`src/hdl/lpfc_pkg.sv`:
```
// Shared types, constants and codes of the length-prefixed frame checker.
package lpfc_pkg;

    localparam int unsigned HEADER_BYTES = 9;
    localparam int unsigned MIN_FRAME    = 2 + 1 + 2 + 4 + 2;
    localparam int unsigned POS_W        = 33;
    localparam int unsigned LEN_W        = 32;
    localparam int unsigned ADDR_W       = 4;
    localparam int unsigned DATA_W       = 32;

    typedef logic [7:0]       t_byte;
    typedef logic [2:0]       t_status;
    typedef logic [POS_W-1:0] t_pos;
    typedef logic [LEN_W-1:0] t_len;
    typedef logic [1:0]       t_reg_index;

    localparam t_pos POS_MAX = {POS_W{1'b1}};

    localparam t_status ST_OK       = 3'd0;
    localparam t_status ST_SHORT    = 3'd1;
    localparam t_status ST_TYPE     = 3'd2;
    localparam t_status ST_VERSION  = 3'd3;
    localparam t_status ST_MAGIC    = 3'd4;
    localparam t_status ST_LENGTH   = 3'd5;
    localparam t_status ST_CHECKSUM = 3'd6;

    localparam logic ITEM_DATA   = 1'b0;
    localparam logic ITEM_STATUS = 1'b1;

    localparam t_reg_index REG_TYPE    = 2'd0;
    localparam t_reg_index REG_VERSION = 2'd1;
    localparam t_reg_index REG_MAGIC   = 2'd2;

    typedef struct packed {
        logic [15:0] expected_type;
        logic [7:0]  expected_version;
        logic [15:0] expected_magic;
    } t_cfg;

endpackage

```
`src/hdl/lpfc_if.sv`:
```
// Request channels of the frame checker: input bytes and result items.
interface lpfc_in_if;
    import lpfc_pkg::*;

    logic  valid;
    logic  ready;
    t_byte frame_byte;
    logic  end_of_frame;

    modport source (output valid, output frame_byte, output end_of_frame, input ready);
    modport sink   (input valid, input frame_byte, input end_of_frame, output ready);
endinterface

interface lpfc_out_if;
    import lpfc_pkg::*;

    logic    valid;
    logic    ready;
    logic    item_kind;
    t_byte   payload_byte;
    t_status frame_status;
    t_len    declared_length;

    modport source (output valid, output item_kind, output payload_byte,
                    output frame_status, output declared_length, input ready);
    modport sink   (input valid, input item_kind, input payload_byte,
                    input frame_status, input declared_length, output ready);
endinterface

```
`src/hdl/lpfc_core.sv`:
```
// Input register, per-byte frame checks and result register of the frame checker.
module lpfc_core (
    input  logic           i_clk,
    input  logic           i_rst_n,
    input  lpfc_pkg::t_cfg i_cfg,
    lpfc_in_if.sink        i_byte,
    lpfc_out_if.source     o_result
);
    import lpfc_pkg::*;

    // Input register.
    logic  r_s1_valid;
    t_byte r_s1_byte;
    logic  r_s1_last;

    // Frame state.
    t_pos    r_pos;
    t_len    r_len;
    t_status r_herr;
    logic [15:0] r_sum;
    t_byte   r_recent;

    // Result register.
    logic    r_out_valid;
    logic    r_out_kind;
    t_byte   r_out_byte;
    t_status r_out_status;
    t_len    r_out_len;

    logic        w_stall;
    logic        w_fire;
    logic        w_accept;
    logic [15:0] w_pair;
    t_pos        w_off;
    t_pos        w_end_pos;
    logic        w_is_payload;
    t_len        n_len;
    t_status     n_herr;
    t_status     w_status;
    logic        w_emit;

    assign w_stall  = r_out_valid && !o_result.ready;
    assign w_fire   = r_s1_valid && !w_stall;
    assign i_byte.ready = !r_s1_valid || !w_stall;
    assign w_accept = i_byte.valid && i_byte.ready;

    assign w_pair = {r_recent, r_s1_byte};
    assign w_off  = r_pos - t_pos'(HEADER_BYTES);
    assign w_is_payload = (r_pos >= t_pos'(HEADER_BYTES)) && (w_off < {1'b0, r_len});

    always_comb begin
        n_herr = r_herr;
        if (r_herr == ST_OK) begin
            if (r_pos == t_pos'(1) && w_pair != i_cfg.expected_type) begin
                n_herr = ST_TYPE;
            end else if (r_pos == t_pos'(2) && r_s1_byte != i_cfg.expected_version) begin
                n_herr = ST_VERSION;
            end else if (r_pos == t_pos'(4) && w_pair != i_cfg.expected_magic) begin
                n_herr = ST_MAGIC;
            end
        end
    end

    always_comb begin
        n_len = r_len;
        if (r_pos >= t_pos'(5) && r_pos <= t_pos'(8)) begin
            n_len = {r_len[LEN_W-9:0], r_s1_byte};
        end
    end

    // A frame of matching length ends at position length plus ten.
    assign w_end_pos = {1'b0, n_len} + t_pos'(MIN_FRAME - 1);

    always_comb begin
        if (r_pos < t_pos'(MIN_FRAME - 1)) begin
            w_status = ST_SHORT;
        end else if (n_herr != ST_OK) begin
            w_status = n_herr;
        end else if (r_pos != w_end_pos) begin
            w_status = ST_LENGTH;
        end else if (w_pair != r_sum) begin
            w_status = ST_CHECKSUM;
        end else begin
            w_status = ST_OK;
        end
    end

    assign w_emit = w_fire && (r_s1_last || w_is_payload);

    always_ff @(posedge i_clk) begin
        if (!i_rst_n) begin
            r_s1_valid <= 1'b0;
        end else if (w_accept) begin
            r_s1_valid <= 1'b1;
        end else if (w_fire) begin
            r_s1_valid <= 1'b0;
        end
    end

    always_ff @(posedge i_clk) begin
        if (w_accept) begin
            r_s1_byte <= i_byte.frame_byte;
            r_s1_last <= i_byte.end_of_frame;
        end
    end

    always_ff @(posedge i_clk) begin
        if (!i_rst_n) begin
            r_pos    <= '0;
            r_len    <= '0;
            r_herr   <= ST_OK;
            r_sum    <= '0;
            r_recent <= '0;
        end else if (w_fire) begin
            if (r_s1_last) begin
                r_pos    <= '0;
                r_len    <= '0;
                r_herr   <= ST_OK;
                r_sum    <= '0;
                r_recent <= '0;
            end else begin
                r_len    <= n_len;
                r_herr   <= n_herr;
                r_recent <= r_s1_byte;
                if (w_is_payload) begin
                    r_sum <= r_sum + {8'd0, r_s1_byte};
                end
                if (r_pos != POS_MAX) begin
                    r_pos <= r_pos + t_pos'(1);
                end
            end
        end
    end

    always_ff @(posedge i_clk) begin
        if (!i_rst_n) begin
            r_out_valid <= 1'b0;
        end else if (w_emit) begin
            r_out_valid <= 1'b1;
        end else if (o_result.ready) begin
            r_out_valid <= 1'b0;
        end
    end

    always_ff @(posedge i_clk) begin
        if (w_emit) begin
            if (r_s1_last) begin
                r_out_kind   <= ITEM_STATUS;
                r_out_byte   <= '0;
                r_out_status <= w_status;
                r_out_len    <= n_len;
            end else begin
                r_out_kind   <= ITEM_DATA;
                r_out_byte   <= r_s1_byte;
                r_out_status <= ST_OK;
                r_out_len    <= '0;
            end
        end
    end

    assign o_result.valid           = r_out_valid;
    assign o_result.item_kind       = r_out_kind;
    assign o_result.payload_byte    = r_out_byte;
    assign o_result.frame_status    = r_out_status;
    assign o_result.declared_length = r_out_len;
endmodule

```
`src/flat_wrapper.sv`:
```
// flat-port wrapper written by rule: the top's interface ports become plain ports
module lpfc_core_flat import lpfc_pkg::*;
  (i_clk, i_rst_n, i_cfg, i_byte_valid, i_byte_frame_byte, i_byte_end_of_frame, i_byte_ready, o_result_valid, o_result_item_kind, o_result_payload_byte, o_result_frame_status, o_result_declared_length, o_result_ready);
  lpfc_in_if i_byte_i ();
  lpfc_out_if o_result_i ();
  input  logic i_clk;
  input  logic i_rst_n;
  input  lpfc_pkg::t_cfg i_cfg;
  input wire logic [$bits(i_byte_i.valid)-1:0] i_byte_valid;
  input wire logic [$bits(i_byte_i.frame_byte)-1:0] i_byte_frame_byte;
  input wire logic [$bits(i_byte_i.end_of_frame)-1:0] i_byte_end_of_frame;
  output wire logic [$bits(i_byte_i.ready)-1:0] i_byte_ready;
  output wire logic [$bits(o_result_i.valid)-1:0] o_result_valid;
  output wire logic [$bits(o_result_i.item_kind)-1:0] o_result_item_kind;
  output wire logic [$bits(o_result_i.payload_byte)-1:0] o_result_payload_byte;
  output wire logic [$bits(o_result_i.frame_status)-1:0] o_result_frame_status;
  output wire logic [$bits(o_result_i.declared_length)-1:0] o_result_declared_length;
  input wire logic [$bits(o_result_i.ready)-1:0] o_result_ready;
  assign i_byte_i.valid = i_byte_valid;
  assign i_byte_i.frame_byte = i_byte_frame_byte;
  assign i_byte_i.end_of_frame = i_byte_end_of_frame;
  assign i_byte_ready = i_byte_i.ready;
  assign o_result_valid = o_result_i.valid;
  assign o_result_item_kind = o_result_i.item_kind;
  assign o_result_payload_byte = o_result_i.payload_byte;
  assign o_result_frame_status = o_result_i.frame_status;
  assign o_result_declared_length = o_result_i.declared_length;
  assign o_result_i.ready = o_result_ready;
  lpfc_core u_core (.i_clk(i_clk), .i_rst_n(i_rst_n), .i_cfg(i_cfg), .i_byte(i_byte_i), .o_result(o_result_i));
endmodule
```
`config.mk`:
```
export PLATFORM = sky130hd
export DESIGN_NAME = lpfc_core_flat
export DESIGN_NICKNAME = d
export VERILOG_FILES = /design/src/hdl/lpfc_pkg.sv /design/src/hdl/lpfc_if.sv /design/src/hdl/lpfc_core.sv /design/src/flat_wrapper.sv
export SDC_FILE = /design/constraint.sdc
export NUM_CORES = 1
export LEC_CHECK = 0
export BUFFER_PORTS_ARGS = -buffer_cell sky130_fd_sc_hd__buf_4
export CAP_MARGIN = 15
export CORE_MARGIN = 1
export CORE_UTILIZATION = 45
export CTS_CLUSTER_DIAMETER = 40
export DETAILED_ROUTE_END_ITERATION = 6
export GPL_TIMING_DRIVEN = 0
export SYNTH_ARGS = -nofsm -noshare
export SYNTH_HDL_FRONTEND = slang
export SYNTH_SLANG_ARGS = --single-unit
export TNS_END_PERCENT = 1
```
`constraint.sdc`:
```
create_clock -name i_clk -period 7.7 [get_ports i_clk]
set_input_delay 1.155 -clock i_clk [delete_from_list [all_inputs] [get_ports i_clk]]
set_output_delay 1.155 -clock i_clk [all_outputs]
set_load 0.02 [all_outputs]
```
---- After elaboration in Yosys (flattened, before gate mapping) ----
Index checks and enable logic that the tools add are counted.
storage, ports and cells
  word-level logic and storage cells ...... 77
  output and inout bits ................... 46
  flip-flop bits (word level) ............. 147
  input port bits ......................... 53
operators by class
  reductions and logical operators ........ 23
  add/subtract/negate cells ............... 4
  muxes and demuxes ....................... 21
  $lt $le $gt $ge ......................... 5
  equal/unequal tests ..................... 9
  bitwise logic cells ..................... 1
operator list
  cell                                                                                   count
  33-bit 2-to-1 mux                                                                      2
  32-bit 2-to-1 mux                                                                      2
  16-bit != test                                                                         3
  32-bit by 4-bit adder with 33-bit output (second input constant)                       1
  33-bit by 1-bit adder with 33-bit output (second input constant)                       1
  33-bit by 1-bit equality test with 1-bit output (second input constant)                1
  33-bit by 2-bit equality test with 1-bit output (second input constant)                1
  33-bit by 3-bit equality test with 1-bit output (second input constant)                1
  33-bit by 3-bit greater-or-equal comparator with 1-bit output (second input constant)  1
  33-bit by 4-bit greater-or-equal comparator with 1-bit output (second input constant)  1
  33-bit by 4-bit less-or-equal comparator with 1-bit output (second input constant)     1
  33-bit by 32-bit less-than comparator with 1-bit output                                1
  33-bit by 4-bit less-than comparator with 1-bit output (second input constant)         1
  33-bit != test                                                                         1
  33-bit != test (second input constant)                                                 1
  33-bit by 4-bit subtractor with 33-bit output (second input constant)                  1
  16-bit 2-to-1 mux                                                                      2
  3-bit 2-to-1 mux                                                                       8
  16-bit by 8-bit adder with 16-bit output                                               1
  1-bit logical AND                                                                      9
  8-bit 2-to-1 mux                                                                       1
  8-bit != test                                                                          1
  2-bit nonzero test                                                                     4
  1-bit 2-to-1 mux                                                                       6
  other kinds (7)                                                                        11

---- Depth between registers and ports, before layout ----
  depth after elaboration ................. 9
  mapped depth ............................ 22
  mapped depth without buffers ............ 18

---- Least setup slack after synthesis ----
No wires, ideal clock.
  kind .................................... reg2reg
  from .................................... register u_core.r_pos[4]
  to ...................................... register u_core.r_out_len[0] (netlist: u_core.o_result.declared_length[0]) (enable)
  period minus slack after synthesis ...... 5.581 ns
  setup time .............................. 0.409 ns
  slack ................................... 2.119 ns
  buffers on the path ..................... 2
  data arrival time ....................... 5.173 ns
  stages on the path, launching flop included .. 19
  cells stage by stage .................... dfxtp_1 -> buf_6 -> or4_4 -> buf_6 -> a211oi_1 -> nand2_1 -> nor2_1 -> xor2_1 -> ha_1 -> a21o_1 -> a21o_1 -> a21o_1 -> a21o_1 -> a21o_1 -> a21o_1 -> a21oi_1 -> a21oi_1 -> nor3_1 -> nand2b_1
between the ends
  cells in the longest elaborated chain, start to end .. 5
  elaborated cells on any way between the ends .. 6
  those cells by class .................... add/sub (1); order compare (2); reduce/logical (3)
ends and longest elaborated chain
  element                                                  RTL line          source
  start: declaration                                       lpfc_core.sv:17   t_pos r_pos;
  start signal: assignment                                 lpfc_core.sv:129  r_pos <= r_pos + t_pos'(1);
  33-bit by 4-bit subtractor with 33-bit output            lpfc_core.sv:48   assign w_off = r_pos - t_pos'(HEADER_BYTES);
  33-bit by 32-bit less-than comparator with 1-bit output  lpfc_core.sv:49   assign w_is_payload = (r_pos >= t_pos'(HEADER_BYTES)) && (w_off < {1'b0, r_len});
  1-bit logical AND (*)                                    lpfc_core.sv:49
  1-bit logical OR (*)                                     lpfc_core.sv:88   assign w_emit = w_fire && (r_s1_last || w_is_payload);
  1-bit logical AND (*)                                    lpfc_core.sv:88
  named net u_core.w_emit                                  lpfc_core.sv:40   logic w_emit;
  end signal: assignment                                   lpfc_core.sv:151  r_out_len <= n_len;
  end: declaration                                         lpfc_core.sv:28   t_len r_out_len;
The timed path passes the listed nets; every way through them passes the cells marked *.
A chain may end at the register's enable or synchronous reset.

---- Final worst setup path ----
  from .................................... register u_core.r_pos[6]
  to ...................................... register u_core.r_out_status[2] (netlist: u_core.o_result.frame_status[2]) (data pin)
between the ends
  elaborated cells on any way between the ends .. 21
  those cells by class .................... add/sub (1); order compare (3); eq/ne (4); mux (7); reduce/logical (6)
RTL lines
  element                                                                                                                                             RTL line          source
  33-bit by 3-bit greater-or-equal comparator with 1-bit output / 33-bit by 4-bit less-or-equal comparator with 1-bit output (equally long branches)  lpfc_core.sv:66   if (r_pos >= t_pos'(5) && r_pos <= t_pos'(8)) begin
  1-bit logical AND (*)                                                                                                                               lpfc_core.sv:66
  32-bit 2-to-1 mux (*)                                                                                                                               lpfc_core.sv:66
  named net u_core.n_len[1]                                                                                                                           lpfc_core.sv:37   t_len n_len;
  32-bit by 4-bit adder with 33-bit output (*)                                                                                                        lpfc_core.sv:72   assign w_end_pos = {1'b0, n_len} + t_pos'(MIN_FRAME - 1);
  33-bit != test (*)                                                                                                                                  lpfc_core.sv:79   end else if (r_pos != w_end_pos) begin
  3-bit 2-to-1 mux (*)                                                                                                                                lpfc_core.sv:79
  3-bit 2-to-1 mux (*)                                                                                                                                lpfc_core.sv:77   end else if (n_herr != ST_OK) begin
  end signal: assignment                                                                                                                              lpfc_core.sv:150  r_out_status <= w_status;
  end: declaration                                                                                                                                    lpfc_core.sv:27   t_status r_out_status;
Marks and branches as above.

==> flow_metrics.tcl <==
set metrics [dict create \
    status "finished, final reports clean" \
    hp-class "flop to flop" \
    synthAdderAreaFrac 0.0566 \
    mostFrequentLayoutCells "nand2_1 (124), buf_4 (108), dfxtp_1 (94)" \
    fill_cells 2338 \
    startpoint_type "flop" \
    path_max_fanout 10 \
    period_share 0.856 \
    die_area_um2 24400 \
    post_cts_resized 0 \
    slew_headroom 0.334 \
    clock-sinks 147 \
    cts_tree "built" \
    cp.arrival_ps 6790 \
    drtIter0Drc 773 \
    initial_core_util 0.457 \
    clockRootBuffer "clkbuf_16" \
    synth_compound_area_frac 0.159 \
    ctsHtreeMaxLevel 4 \
    p_total_mw 1.81 \
    dominantRegCellSynth "dfxtp_1" \
    rsz0062_at_grt "no" \
    hold_violations 0 \
    whs_ps 476 \
    grt_overflow 0 \
    synth-simple-area-share 0.250 \
    power_density_nw_per_um2 145 \
    ios 99 \
    cts_inserted_buffers 17 \
    required_ps 7900 \
    die_w_um 156 \
    grt_start_max_net_pins 40 \
    hpwl_um 28000 \
    fin_crit_ps 6590 \
    antenna_cells 0 \
    clkLatencyLatePin_ps 440 \
    avgSynthCellArea_um2 8.41 \
    postRouteAntennaNets 0 \
    cts_setup_buffers 0 \
    grt_pass1_vias 9324 \
    core_area_um2 23400 \
    antenna_found_initial 0 \
    cp_cell_sequence "clkbuf_1, or4_4, buf_6, or3_1, buf_2, nor4_2, clkbuf_1, a21oi_1, a21oi_1, inv_1, ha_1, a311oi_1, a2111oi_0, a31oi_1, maj3_1, a21oi_1, a211oi_2, nand4_1, o211a_1" \
    num_rows 56 \
    dp_cells 1691 \
    track_usage 0.305 \
    netlist_area_um2 10700 \
    final_common_cell "nand2_1" \
    clk_pin_slew_worst_paths_ps 70 \
    die_h_um 156 \
    synthToLayoutAreaGrowth_pct 16.4 \
    crit_top_cell "a21oi_1" \
    setup_viol 0 \
    postRouteWirelength_um 36500 \
    synth_seq_cells 147 \
    final_core_util 0.532 \
    p_leak_nw 4.45 \
    synth_edf_count 53 \
    tightest_slew_ps 989 \
    ir_worst_vdd_v 0.000144 \
    synth_top_family_by_area "simple AND/OR/NAND/NOR gates" \
    cts_buffer_depth 2 \
    slowest_delay_ps 750 \
    fmax_mhz 152 \
    grt_pass1_wl_um 55300 \
    final.setup_skew_ps 17.5 \
    fin_tns_setup_ps 0 \
    io_buffers 98 \
    cp_slowest_cell "a311oi_1" \
    gp_congestion 0.955 \
    drt-wirelength-per-cell_um 21.2 \
    ys_async_sr_fraction 0 \
    ys_seq_area_frac 0.325 \
    vias_per_cell 5.80 \
    hold_buffers 0 \
    synth_mux_area_frac 0.0135 \
    synth_xor_xnor_area_share 0.133 \
    drt-pass1-iter-count 5 \
    route.detailed.drc 0 \
    final_nets 1491 \
    endpoint_kind "flop" \
    yosysUniqueCellTypes 78 \
    syn_nets 1372 \
    via_count 9997 \
    drive_above_1_share 0.124 \
    layoutNonFillerInstCount 1723 \
    syn_inst 1272 \
    maxCapViolCount 0 \
    maxSlewViolCount 0 \
    critPathKind "flop to flop" \
    synth_warnings 0 \
]
==> critical path: cells and delay by family (launching register included) <==
family / cells / cell delay (ps)
buffers and inverters: 5 / 1220
and+or+nand+nor: 4 / 1650
AOI/OAI and AO/OA: 8 / 2650
DFF: 1 / 300
adders and majority gates: 2 / 520
==> flip-flops by register name, summed over array words and instances, names as in the netlist <==
| name | cells |
|---|---|
| u_core.r_pos | 33 |
| u_core.o_result.declared_length | 32 |
| u_core.r_len | 32 |
| u_core.r_sum | 16 |
| u_core.o_result.payload_byte | 8 |
| u_core.r_recent | 8 |
| u_core.r_s1_byte | 8 |
| u_core.o_result.frame_status | 3 |
| u_core.r_herr | 3 |
| u_core.o_result.item_kind | 1 |
| u_core.o_result.valid | 1 |
| u_core.r_s1_last | 1 |
| u_core.r_s1_valid | 1 |
==> layout make-up <==
cell class	count	area [µm²]	area share
timing repair buffer	100	763	0.0613
multi-input combinational	968	6550	0.527
tap	319	399	0.0321
clock buffer	17	425	0.0342
sequential	147	3470	0.279
buffer	106	482	0.0387
inverter	51	191	0.0154
clock inverter	15	158	0.0127
==> per-stage QoR <==
step,setup WS [ps],instance area [µm²]
floorplan,2120,10700
global placement,266,11800
detailed placement,1330,11900
CTS,1300,12400
global route,941,12400
finish,1110,12400
==> per-layer routing <==
layer / share of wire / vias up / wire length (µm) / global-route usage
met5: 0 / - / 0 / 0
met4: 0.027 / 0 / 986 / 0.108
met3: 0.062 / 56 / 2250 / 0.0464
met2: 0.44 / 358 / 16200 / 0.475
met1: 0.47 / 4812 / 17100 / 0.427
li1: - / 4771 / - / -
==> synthesized netlist by cell type (all sizes together), types with 11 or more instances <==
cell      n  area [µm²]
nand3    35         180
clkbuf   75         282
nor4     31         200
o211ai   12        90.1
and3     13        81.3
mux2i    11         110
edfxtp   53        1590
a21oi    53         265
xor2     71         622
nor2b    61         382
a22oi    32         240
dfxtp    94        1880
or3      25         156
nand2   124         465
o21ai    30         150
ha       46         576
xnor2    89         780
nand4    40         250
nor2     67         270
or4      17         139
buf      31         200
a21boi   24         180
inv      51         191
a21o     17         128
nor3     55         287
==> where the power goes <==
group	total, mW	internal, mW	leakage (nW)	switching (mW)
combinational	0.140	0.0592	2.92	0.0810
clock	0.842	0.433	0.276	0.409
sequential	0.823	0.814	1.26	0.00891
==> path summary, 6_finish.rpt <==
| kind | start | end | slack [ps] | depth (start not counted) |
|---|---|---|---|---|
| min reg2reg | u_core.r_sum[2]$_SDFFE_PN0P_ | u_core.r_sum[2]$_SDFFE_PN0P_ | 480 | 1 |
| max reg2reg | u_core.r_pos[6]$_SDFFE_PN0P_ | u_core.o_result.frame_status[2]$_SDFFCE_PP0P_ | 1110 | 19 |
| min | u_core.r_sum[2]$_SDFFE_PN0P_ | u_core.r_sum[2]$_SDFFE_PN0P_ | 480 | 1 |
| max | u_core.r_pos[6]$_SDFFE_PN0P_ | u_core.o_result.frame_status[2]$_SDFFCE_PP0P_ | 1110 | 19 |
==> logic make-up (layout without fill, tap and decap cells) <==
family	count (synthesis)	count (layout)
simple gates	504	504
buf+inv	157	289
xor+xnor	161	161
mux	13	13
compound gates	242	242
fa+ha+maj	48	48
flops	147	147
Note: power is estimated with default switching activity, not from simulation.
